`config.mk`:
```
export PLATFORM = sky130hd
export DESIGN_NAME = insertion_sorter
export DESIGN_NICKNAME = d
export VERILOG_FILES = /design/src/isrt_pkg.sv /design/src/isrt_cell.sv /design/src/insertion_sorter.sv
export SDC_FILE = /design/constraint.sdc
export NUM_CORES = 2
export LEC_CHECK = 0
export BUFFER_PORTS_ARGS = -buffer_cell sky130_fd_sc_hd__buf_2
export CAP_MARGIN = 20
export CORE_MARGIN = 3
export CORE_UTILIZATION = 30
export CTS_CLUSTER_SIZE = 12
export DETAILED_ROUTE_END_ITERATION = 7
export GPL_TIMING_DRIVEN = 1
export SYNTH_ARGS = -nofsm -noshare
export SYNTH_HDL_FRONTEND = slang
export SYNTH_SLANG_ARGS = --single-unit
```
`constraint.sdc`:
```
create_clock -name clk -period 4.85 [get_ports clk]
set_clock_uncertainty 0.05 [all_clocks]
set_input_delay 0.7275 -clock clk [delete_from_list [all_inputs] [get_ports clk]]
set_output_delay 0.7275 -clock clk [all_outputs]
set_load 0.03 [all_outputs]
```
`src/isrt_pkg.sv`:
```
// ----------------------------------------------------------------------------
// isrt_pkg
// Shared widths, defaults and the control struct of the insertion sorter.
// ----------------------------------------------------------------------------
`default_nettype none

package isrt_pkg;

	// width of one list element
	localparam int unsigned DATA_W = 32;

	// default number of cells in the chain
	localparam int unsigned ISRT_MAX_ITEMS = 32;

	// chain-wide commands, broadcast to every cell
	typedef struct packed {
		logic insert;   // place the broadcast value in the chain
		logic pop;      // shift the chain one cell toward the head
	} cell_ctrl_t;

endpackage

`default_nettype wire

```
`src/isrt_cell.sv`:
```
// ----------------------------------------------------------------------------
// isrt_cell
// One slot of the sorting chain: holds a value and its occupancy, compares
// against the broadcast value and trades data with its two neighbors.
// ----------------------------------------------------------------------------
`default_nettype none

module isrt_cell
	import isrt_pkg::*;
(
	input  wire logic                     clk,
	input  wire logic                     arst_n,
	input  wire cell_ctrl_t               ctrl,
	input  wire logic signed [DATA_W-1:0] new_value,
	// neighbor toward the head
	input  wire logic signed [DATA_W-1:0] left_value,
	input  wire logic                     left_valid,
	input  wire logic                     left_take,
	// neighbor toward the tail
	input  wire logic signed [DATA_W-1:0] right_value,
	input  wire logic                     right_valid,
	// own state
	output logic signed [DATA_W-1:0]      value_q,
	output logic                          valid_q,
	output logic                          take
);

	// new value lands here or nearer the head: slot empty or holds a larger value
	always_comb begin
		take = !valid_q || (value_q > new_value);
	end

	// occupancy, a thermometer along the chain
	always_ff @(posedge clk or negedge arst_n) begin
		if (!arst_n) begin
			valid_q <= 1'b0;
		end else if (ctrl.pop) begin
			valid_q <= right_valid;
		end else if (ctrl.insert) begin
			valid_q <= valid_q | left_valid;
		end
	end

	// held value: shift toward the tail on insert, toward the head on pop
	always_ff @(posedge clk) begin
		if (ctrl.pop) begin
			value_q <= right_value;
		end else if (ctrl.insert && take) begin
			value_q <= left_take ? left_value : new_value;
		end
	end

endmodule

`default_nettype wire

```
`src/insertion_sorter.sv`:
```
// ----------------------------------------------------------------------------
// insertion_sorter
// Stable ascending sort of signed values in a chain of compare-and-shift
// cells; the beat flagged final releases the list in order.
// ----------------------------------------------------------------------------
//
//  channel  direction  beat carries                          handshake
//  in       sink       value, is_final                       in_valid / in_ready
//  out      source     sorted_value, end_of_list, overflow   out_valid / out_ready
//
//  Loading takes one input beat per cycle: every cell compares against the
//  incoming value at once and the whole chain shifts together.
//  The final beat switches to draining; the list leaves the head cell one
//  beat per cycle while out_ready is high, and input stays blocked until
//  the last value of the list has left.
//  Values beyond MAX_ITEMS are dropped and mark the whole list as overflow.
//  Reset empties the chain at once; no clearing pass is needed.
// ----------------------------------------------------------------------------
`default_nettype none

module insertion_sorter
	import isrt_pkg::*;
#(
	parameter int unsigned MAX_ITEMS = ISRT_MAX_ITEMS
) (
	input  wire logic                     clk,
	input  wire logic                     arst_n,
	input  wire logic                     in_valid,
	output logic                          in_ready,
	input  wire logic signed [DATA_W-1:0] value,
	input  wire logic                     is_final,
	output logic                          out_valid,
	input  wire logic                     out_ready,
	output logic signed [DATA_W-1:0]      sorted_value,
	output logic                          end_of_list,
	output logic                          overflow
);

	logic signed [DATA_W-1:0] cell_value [MAX_ITEMS];
	logic [MAX_ITEMS-1:0]     cell_valid;
	logic [MAX_ITEMS-1:0]     cell_take;
	cell_ctrl_t               ctrl;
	logic                     draining_q;
	logic                     dropped_q;
	logic                     in_beat;
	logic                     out_beat;
	logic                     full;

	// handshake and chain commands
	always_comb begin
		in_ready    = !draining_q;
		in_beat     = in_valid && in_ready;
		out_valid   = draining_q;
		out_beat    = out_valid && out_ready;
		full        = cell_valid[MAX_ITEMS-1];
		ctrl.insert = in_beat && !full;
		ctrl.pop    = out_beat;
	end

	// result value comes straight from the head cell; end of list when the next cell is empty
	always_comb begin
		sorted_value = cell_value[0];
		end_of_list  = !cell_valid[1];
		overflow     = dropped_q;
	end

	// the chain of cells
	for (genvar i = 0; i < MAX_ITEMS; i++) begin : g_cell
		logic signed [DATA_W-1:0] l_value;
		logic                     l_valid;
		logic                     l_take;
		logic signed [DATA_W-1:0] r_value;
		logic                     r_valid;

		if (i == 0) begin : g_head
			assign l_value = '0;
			assign l_valid = 1'b1;
			assign l_take  = 1'b0;
		end else begin : g_body
			assign l_value = cell_value[i-1];
			assign l_valid = cell_valid[i-1];
			assign l_take  = cell_take[i-1];
		end

		if (i == MAX_ITEMS - 1) begin : g_tail
			assign r_value = '0;
			assign r_valid = 1'b0;
		end else begin : g_inner
			assign r_value = cell_value[i+1];
			assign r_valid = cell_valid[i+1];
		end

		isrt_cell u_cell (
			.clk         (clk),
			.arst_n      (arst_n),
			.ctrl        (ctrl),
			.new_value   (value),
			.left_value  (l_value),
			.left_valid  (l_valid),
			.left_take   (l_take),
			.right_value (r_value),
			.right_valid (r_valid),
			.value_q     (cell_value[i]),
			.valid_q     (cell_valid[i]),
			.take        (cell_take[i])
		);
	end

	// load / drain mode and overflow flag of the current list
	always_ff @(posedge clk or negedge arst_n) begin
		if (!arst_n) begin
			draining_q <= 1'b0;
			dropped_q  <= 1'b0;
		end else begin
			if (in_beat && full) begin
				dropped_q <= 1'b1;
			end
			if (in_beat && is_final) begin
				draining_q <= 1'b1;
			end
			if (out_beat && end_of_list) begin
				draining_q <= 1'b0;
				dropped_q  <= 1'b0;
			end
		end
	end

	// occupancy stays a contiguous run from the head
	a_thermo: assert property (@(posedge clk) disable iff (!arst_n)
		((cell_valid + 1'b1) & cell_valid) == '0)
		else $error("chain occupancy has a hole");

	// input and output never both open
	a_mode: assert property (@(posedge clk) disable iff (!arst_n)
		!(in_ready && out_valid))
		else $error("input and output open together");

	// last beat of a list leaves the chain empty
	a_empty: assert property (@(posedge clk) disable iff (!arst_n)
		(out_beat && end_of_list) |=> (cell_valid == '0 && !dropped_q))
		else $error("chain not empty after end of list");

	// values are dropped only when the chain is full
	a_drop: assert property (@(posedge clk) disable iff (!arst_n)
		$rose(dropped_q) |-> cell_valid[MAX_ITEMS-1])
		else $error("overflow flagged with free cells");

	// a draining chain always holds a value at its head
	a_head: assert property (@(posedge clk) disable iff (!arst_n)
		draining_q |-> cell_valid[0])
		else $error("draining with empty head cell");

endmodule

`default_nettype wire

```
# Yosys cells after proc, flatten, opt, wreduce, memory -nomap -nowiden
# Cells that the tools add are included.
[word_totals]
ff_bits = 1058
latch_bits = 0
ram_bits = 0
rom_bits = 0
input_bits = 37
output_inout_bits = 36
elab_cells = 427
n_memories = 0
[op_classes]
add_sub_neg = 0
n_mul = 0
div = 0
n_lt_le_gt_ge = 32
eq_ne = 0
n_shift = 0
n_mux = 161
bitwise = 31
reduce_logical = 137
[op_table]
columns = ["op", "n"]
rows = [
  ["$mux 32", 93],
  ["$gt 32x32->1", 32],
  ["$mux 1", 68],
  ["$reduce_bool 2->1", 34],
  ["$logic_and 1x1->1", 38],
  ["$logic_not 1->1", 33],
  ["$logic_or 1x1->1", 32],
  ["$or 1x1->1", 31],
]

# Logic depth before layout (Yosys ltp)
[logic_depth]
depth_word = 6
ltp_mapped = 12
mapped_depth_nobuf = 10

# Cells and area by module
# A second synthesis with hierarchy kept.
[unflattened]
cells_unflattened = 8461
area_unflattened_um2 = 80549.8
[modules_own_cells]
columns = ["mod", "instances", "cells_each", "area_each_um2", "seq_area_each_um2"]
rows = [
  ["isrt_cell", 32, 264, 2513.7, 985.9],
  ["insertion_sorter", 1, 13, 112.6, 50.0],
]

# Least setup slack after synthesis
# Ideal clock, no wire load.
[synth_timing]
path_type = "input to register"
start = "input value[25]"
end = "register g_cell[5].u_cell.value_q[0], enable pin"
setup_time_ns = 0.466
arrival_time_ns = 5.360
required_time_ns = 4.334
slack_ns = -1.026
path_stages = 11
path_buffers = 2
path_cell_list = "inv_1 ha_1 a21o_1 nand3_1 a21oi_1 a2111oi_0 nand4b_1 and4b_1 buf_4 buf_6 o21ai_0"
[synth_via]
elab_chain_cells = 4
[synth_rtl]
columns = ["item", "line", "source"]
rows = [
  ["start: declaration", "insertion_sorter.sv:30", "input wire logic signed [DATA_W-1:0] value,"],
  ["$gt 32x32->1", "isrt_cell.sv:30", "take = !valid_q || (value_q > new_value);"],
  ["$logic_or 1x1->1", "isrt_cell.sv:30", ""],
  ["$logic_and 1x1->1", "isrt_cell.sv:48", "end else if (ctrl.insert && take) begin"],
  ["$reduce_bool 2->1 (no line)", "-", ""],
  ["end signal: assignment", "isrt_cell.sv:47", "value_q <= right_value;"],
  ["end signal: assignment", "isrt_cell.sv:49", "value_q <= left_take ? left_value : new_value;"],
  ["end: declaration", "isrt_cell.sv:23", "output logic signed [DATA_W-1:0] value_q,"],
]
# Every way passes these cells.
# A chain may end at the register's enable or synchronous reset.

# Worst setup path in the final report
[layout_timing]
start = "input value[30]"
end = "register g_cell[18].u_cell.value_q[31] (data pin)"
[layout_via]
elab_chain_cells = 5
[layout_rtl]
columns = ["item", "line", "source"]
rows = [
  ["$gt 32x32->1", "isrt_cell.sv:30", ""],
  ["$logic_or 1x1->1", "isrt_cell.sv:30", ""],
  ["$mux 32", "isrt_cell.sv:49", ""],
  ["$mux 32", "isrt_cell.sv:48", ""],
  ["$mux 32", "isrt_cell.sv:46", "if (ctrl.pop) begin"],
  ["end signal: assignment", "isrt_cell.sv:47", ""],
  ["end signal: assignment", "isrt_cell.sv:49", ""],
  ["end: declaration", "isrt_cell.sv:23", ""],
]
# Every way passes these cells. The select of a mux whose other input is x is not followed.

==> impl_metrics.py <==
metrics = {
    "critical_path": {
        "cp_slowest_cell": "nor3_4",
        "worstSetupStartpoint": "value[30]",
        "path_cells": "buf_2, inv_2, buf_4, ha_1, nand4_1, nor3_2, nand4_1, a311oi_1, nor3_1, nor3_4, buf_4, mux2i_1, o21ai_0",
        "crit_buf_inv": 4,
        "arrival_ns": 4.36,
        "cp_max_fo": 14,
        "r2r_start": "g_cell[4].u_cell.value_q[23]",
        "worstPathRequired_ns": 5.32,
        "end_kind": "flip-flop",
        "worstSetupStartpointType": "input port",
        "setup.worst_path.class": "in2reg",
        "crit_family": "simple AND/OR/NAND/NOR gates",
        "cp_slowest_stage_delay_ns": 0.47,
    },
    "die": {
        "fp.coreArea_mm2": 0.249,
        "io_pins": 73,
        "die_y_um": 508,
        "fp-row-count": 183,
        "dieArea_mm2": 0.258,
        "initial_utilization": 0.303,
        "die_w_um": 508,
    },
    "sta": {
        "rsz0062_at_grt": "false",
        "setup_viol": 0,
        "final_max_slew_viol_count": 0,
        "tightest_slew_ns": 1.13,
        "post-route-period-util": 0.802,
        "slew_headroom": 0.245,
        "finalHoldViolations": 0,
        "period_minus_slack_ns": 3.89,
        "tns_ns": 0,
        "clock.fmax_mhz": 257,
    },
    "detailed_routing": {
        "met2_length_um": 128000,
        "via_count": 61900,
        "drt-wirelength-per-cell_um": 24.3,
        "wl_um": 265000,
        "drc": 0,
        "vias_per_cell": 5.67,
        "antenna_left": 0,
        "drt-initial-drc-count": 5584,
        "wl_met3_um": 16700,
        "dr.pass1.iters": 7,
        "top_layer_used": "met5",
        "wl_met1_um": 102000,
    },
    "finish": {
        "area_delta_synth_final_pct": 12.1,
        "drive_gt1_frac": 0.0820,
        "fin_nets": 8506,
        "instances_no_fill": 10900,
    },
    "clock_tree": {
        "cts_sinks": 1058,
        "cts_tree": "built",
        "cts_resized": 0,
        "root_buffer": "clkbuf_16",
        "cts.hold.buffers_added": 0,
        "cts_setup_buffers": 0,
        "htree_levels": 4,
        "cts_inserted_buffers": 132,
        "clk_path_buf_depth": 3,
        "clkTransAtPathRegs_ns": 0.06,
        "clk_latency_ns": 0.80,
    },
    "synthesis": {
        "yosysSeqAreaShare": 0.414,
        "synth_area_mm2": 0.0755,
        "ys_warn_count": 0,
        "synth_top_flop_cell": "edfxtp_1",
        "syn_inst": 7452,
        "synth-edff-count": 992,
        "synth_async_sr_flop_share": 0.0321,
        "ys_types": 78,
        "syn-num-nets": 8481,
        "syn_avg_cell_area_um2": 10.1,
        "ys_seq_elements": 1058,
    },
    "place": {
        "gp_routability_congestion": 0.944,
        "dpl.cell_count": 10700,
        "io_buffers": 72,
        "dp_hpwl_um": 196000,
    },
    "run_status": {
        "status": "complete, no violations",
    },
    "global_routing": {
        "grt_pass1_wl_um": 392000,
        "grt.overflow.total": 0,
        "grt_max_degree": 172,
        "first_global_vias": 63000,
        "antenna_found_initial": 5,
        "grtUsageTotal": 0.199,
    },
    "power": {
        "powerDensity_mw_per_mm2": 670,
        "power_leakage_nw": 35.2,
        "peakVddDrop_mv": 0.453,
        "totalPowerFinal_mw": 56.6,
    },
    "run": {
        "cap_violations": 0,
    },
    "worst_hold_path": {
        "min_path_type": "in2async",
    },
}
cell type report:
type / count / area (µm²)
Tap cell: 3330 / 4170
Multi-Input combinational cell: 5826 / 41500
Clock buffer: 183 / 3680
Inverter: 113 / 424
Antenna cell: 2 / 5.00
Timing Repair Buffer: 346 / 2960
Sequential cell: 1058 / 31300
Clock inverter: 60 / 581
Fill cell: 25000 / 165000
cells in the mapped netlist, types with 58 or more instances:
library cell | n | area share
a211oi_1 | 58 | 0.0058
a21o_1 | 58 | 0.0058
nand4_1 | 185 | 0.015
buf_6 | 73 | 0.011
buf_2 | 63 | 0.0042
nor2_1 | 281 | 0.014
clkbuf_1 | 298 | 0.015
inv_1 | 113 | 0.0056
mux2i_1 | 906 | 0.12
ha_1 | 992 | 0.16
a21oi_1 | 612 | 0.041
nand2_1 | 1087 | 0.054
nand3_1 | 192 | 0.013
o21ai_1 | 183 | 0.012
edfxtp_1 | 992 | 0.39
o21ai_0 | 771 | 0.051
placed cells by master (no fill, tap or decap), types with 32 or more instances in the layout:
cell / count
a211oi_1: 58
a21o_1: 58
a21oi_1: 612
a31oi_1: 42
buf_12: 42
buf_2: 72
buf_4: 231
clkbuf_1: 38
clkbuf_16: 137
dfrtp_1: 34
dfxtp_1: 32
edfxtp_1: 992
ha_1: 992
inv_1: 82
mux2i_1: 906
nand2_1: 1084
nand3_1: 191
nand4_1: 185
nor2_1: 281
nor3_1: 44
nor4_1: 36
o211ai_1: 35
o21ai_0: 762
o21ai_1: 184
o311ai_0: 32
final timing paths:
| path | endpoint | slack [ns] | cells past startpoint |
|---|---|---|---|
| setup / recovery | g_cell[18].u_cell.value_q[31] | 0.96 | 13 |
| hold / removal | g_cell[31].u_cell.valid_q | 0.04 | 2 |
| setup reg to reg | g_cell[4].u_cell.value_q[21] | 1.02 | 6 |
| hold reg to reg | g_cell[31].u_cell.value_q[0] | 0.43 | 2 |
| max in group asynchronous | g_cell[17].u_cell.valid_q | 4.14 | 2 |
| min in group clk | out_valid | 0.15 | 3 |
sequential cells by signal (all words and copies together), names as in the netlist:
signal / count
out_valid: 1
g_cell.u_cell.value_q: 1024
g_cell.u_cell.valid_q: 32
overflow: 1
metrics by stage:
step / cell area, µm² / setup WS, ns / hold WS, ns / utilization
after global placement: 80300 / 0.171 / 0.410 / 0.322
after global routing: 84600 / 0.897 / 0.0452 / 0.339
after floorplan: 75500 / 0.197 / 0.382 / -
after detailed placement: 80300 / 0.264 / 0.427 / 0.322
after CTS: 84600 / 0.964 / 0.0128 / 0.339
final: 84600 / 0.962 / 0.0363 / 0.339
routing by layer:
metal  track usage  up-vias
li1              -    28300
met1         0.232    30400
met2         0.343     2390
met3        0.0325      822
met4         0.117        2
met5             0        -
power breakdown:
part	internal (mW)	switching, mW
registers	17.1	5.15
logic	9.75	14.6
clock network	5.80	4.19
total	32.7	24.0
cell families after synthesis:
group	Yosys count	synth area share
AO/OA/AOI/OAI	1984	0.149
AND/OR/NAND/NOR	1944	0.114
flip-flops	1058	0.414
adder cells (fa/ha/maj)	992	0.164
multiplexers	906	0.120
buffers and inverters	568	0.0380
Note: power is estimated with default switching activity, not from simulation.
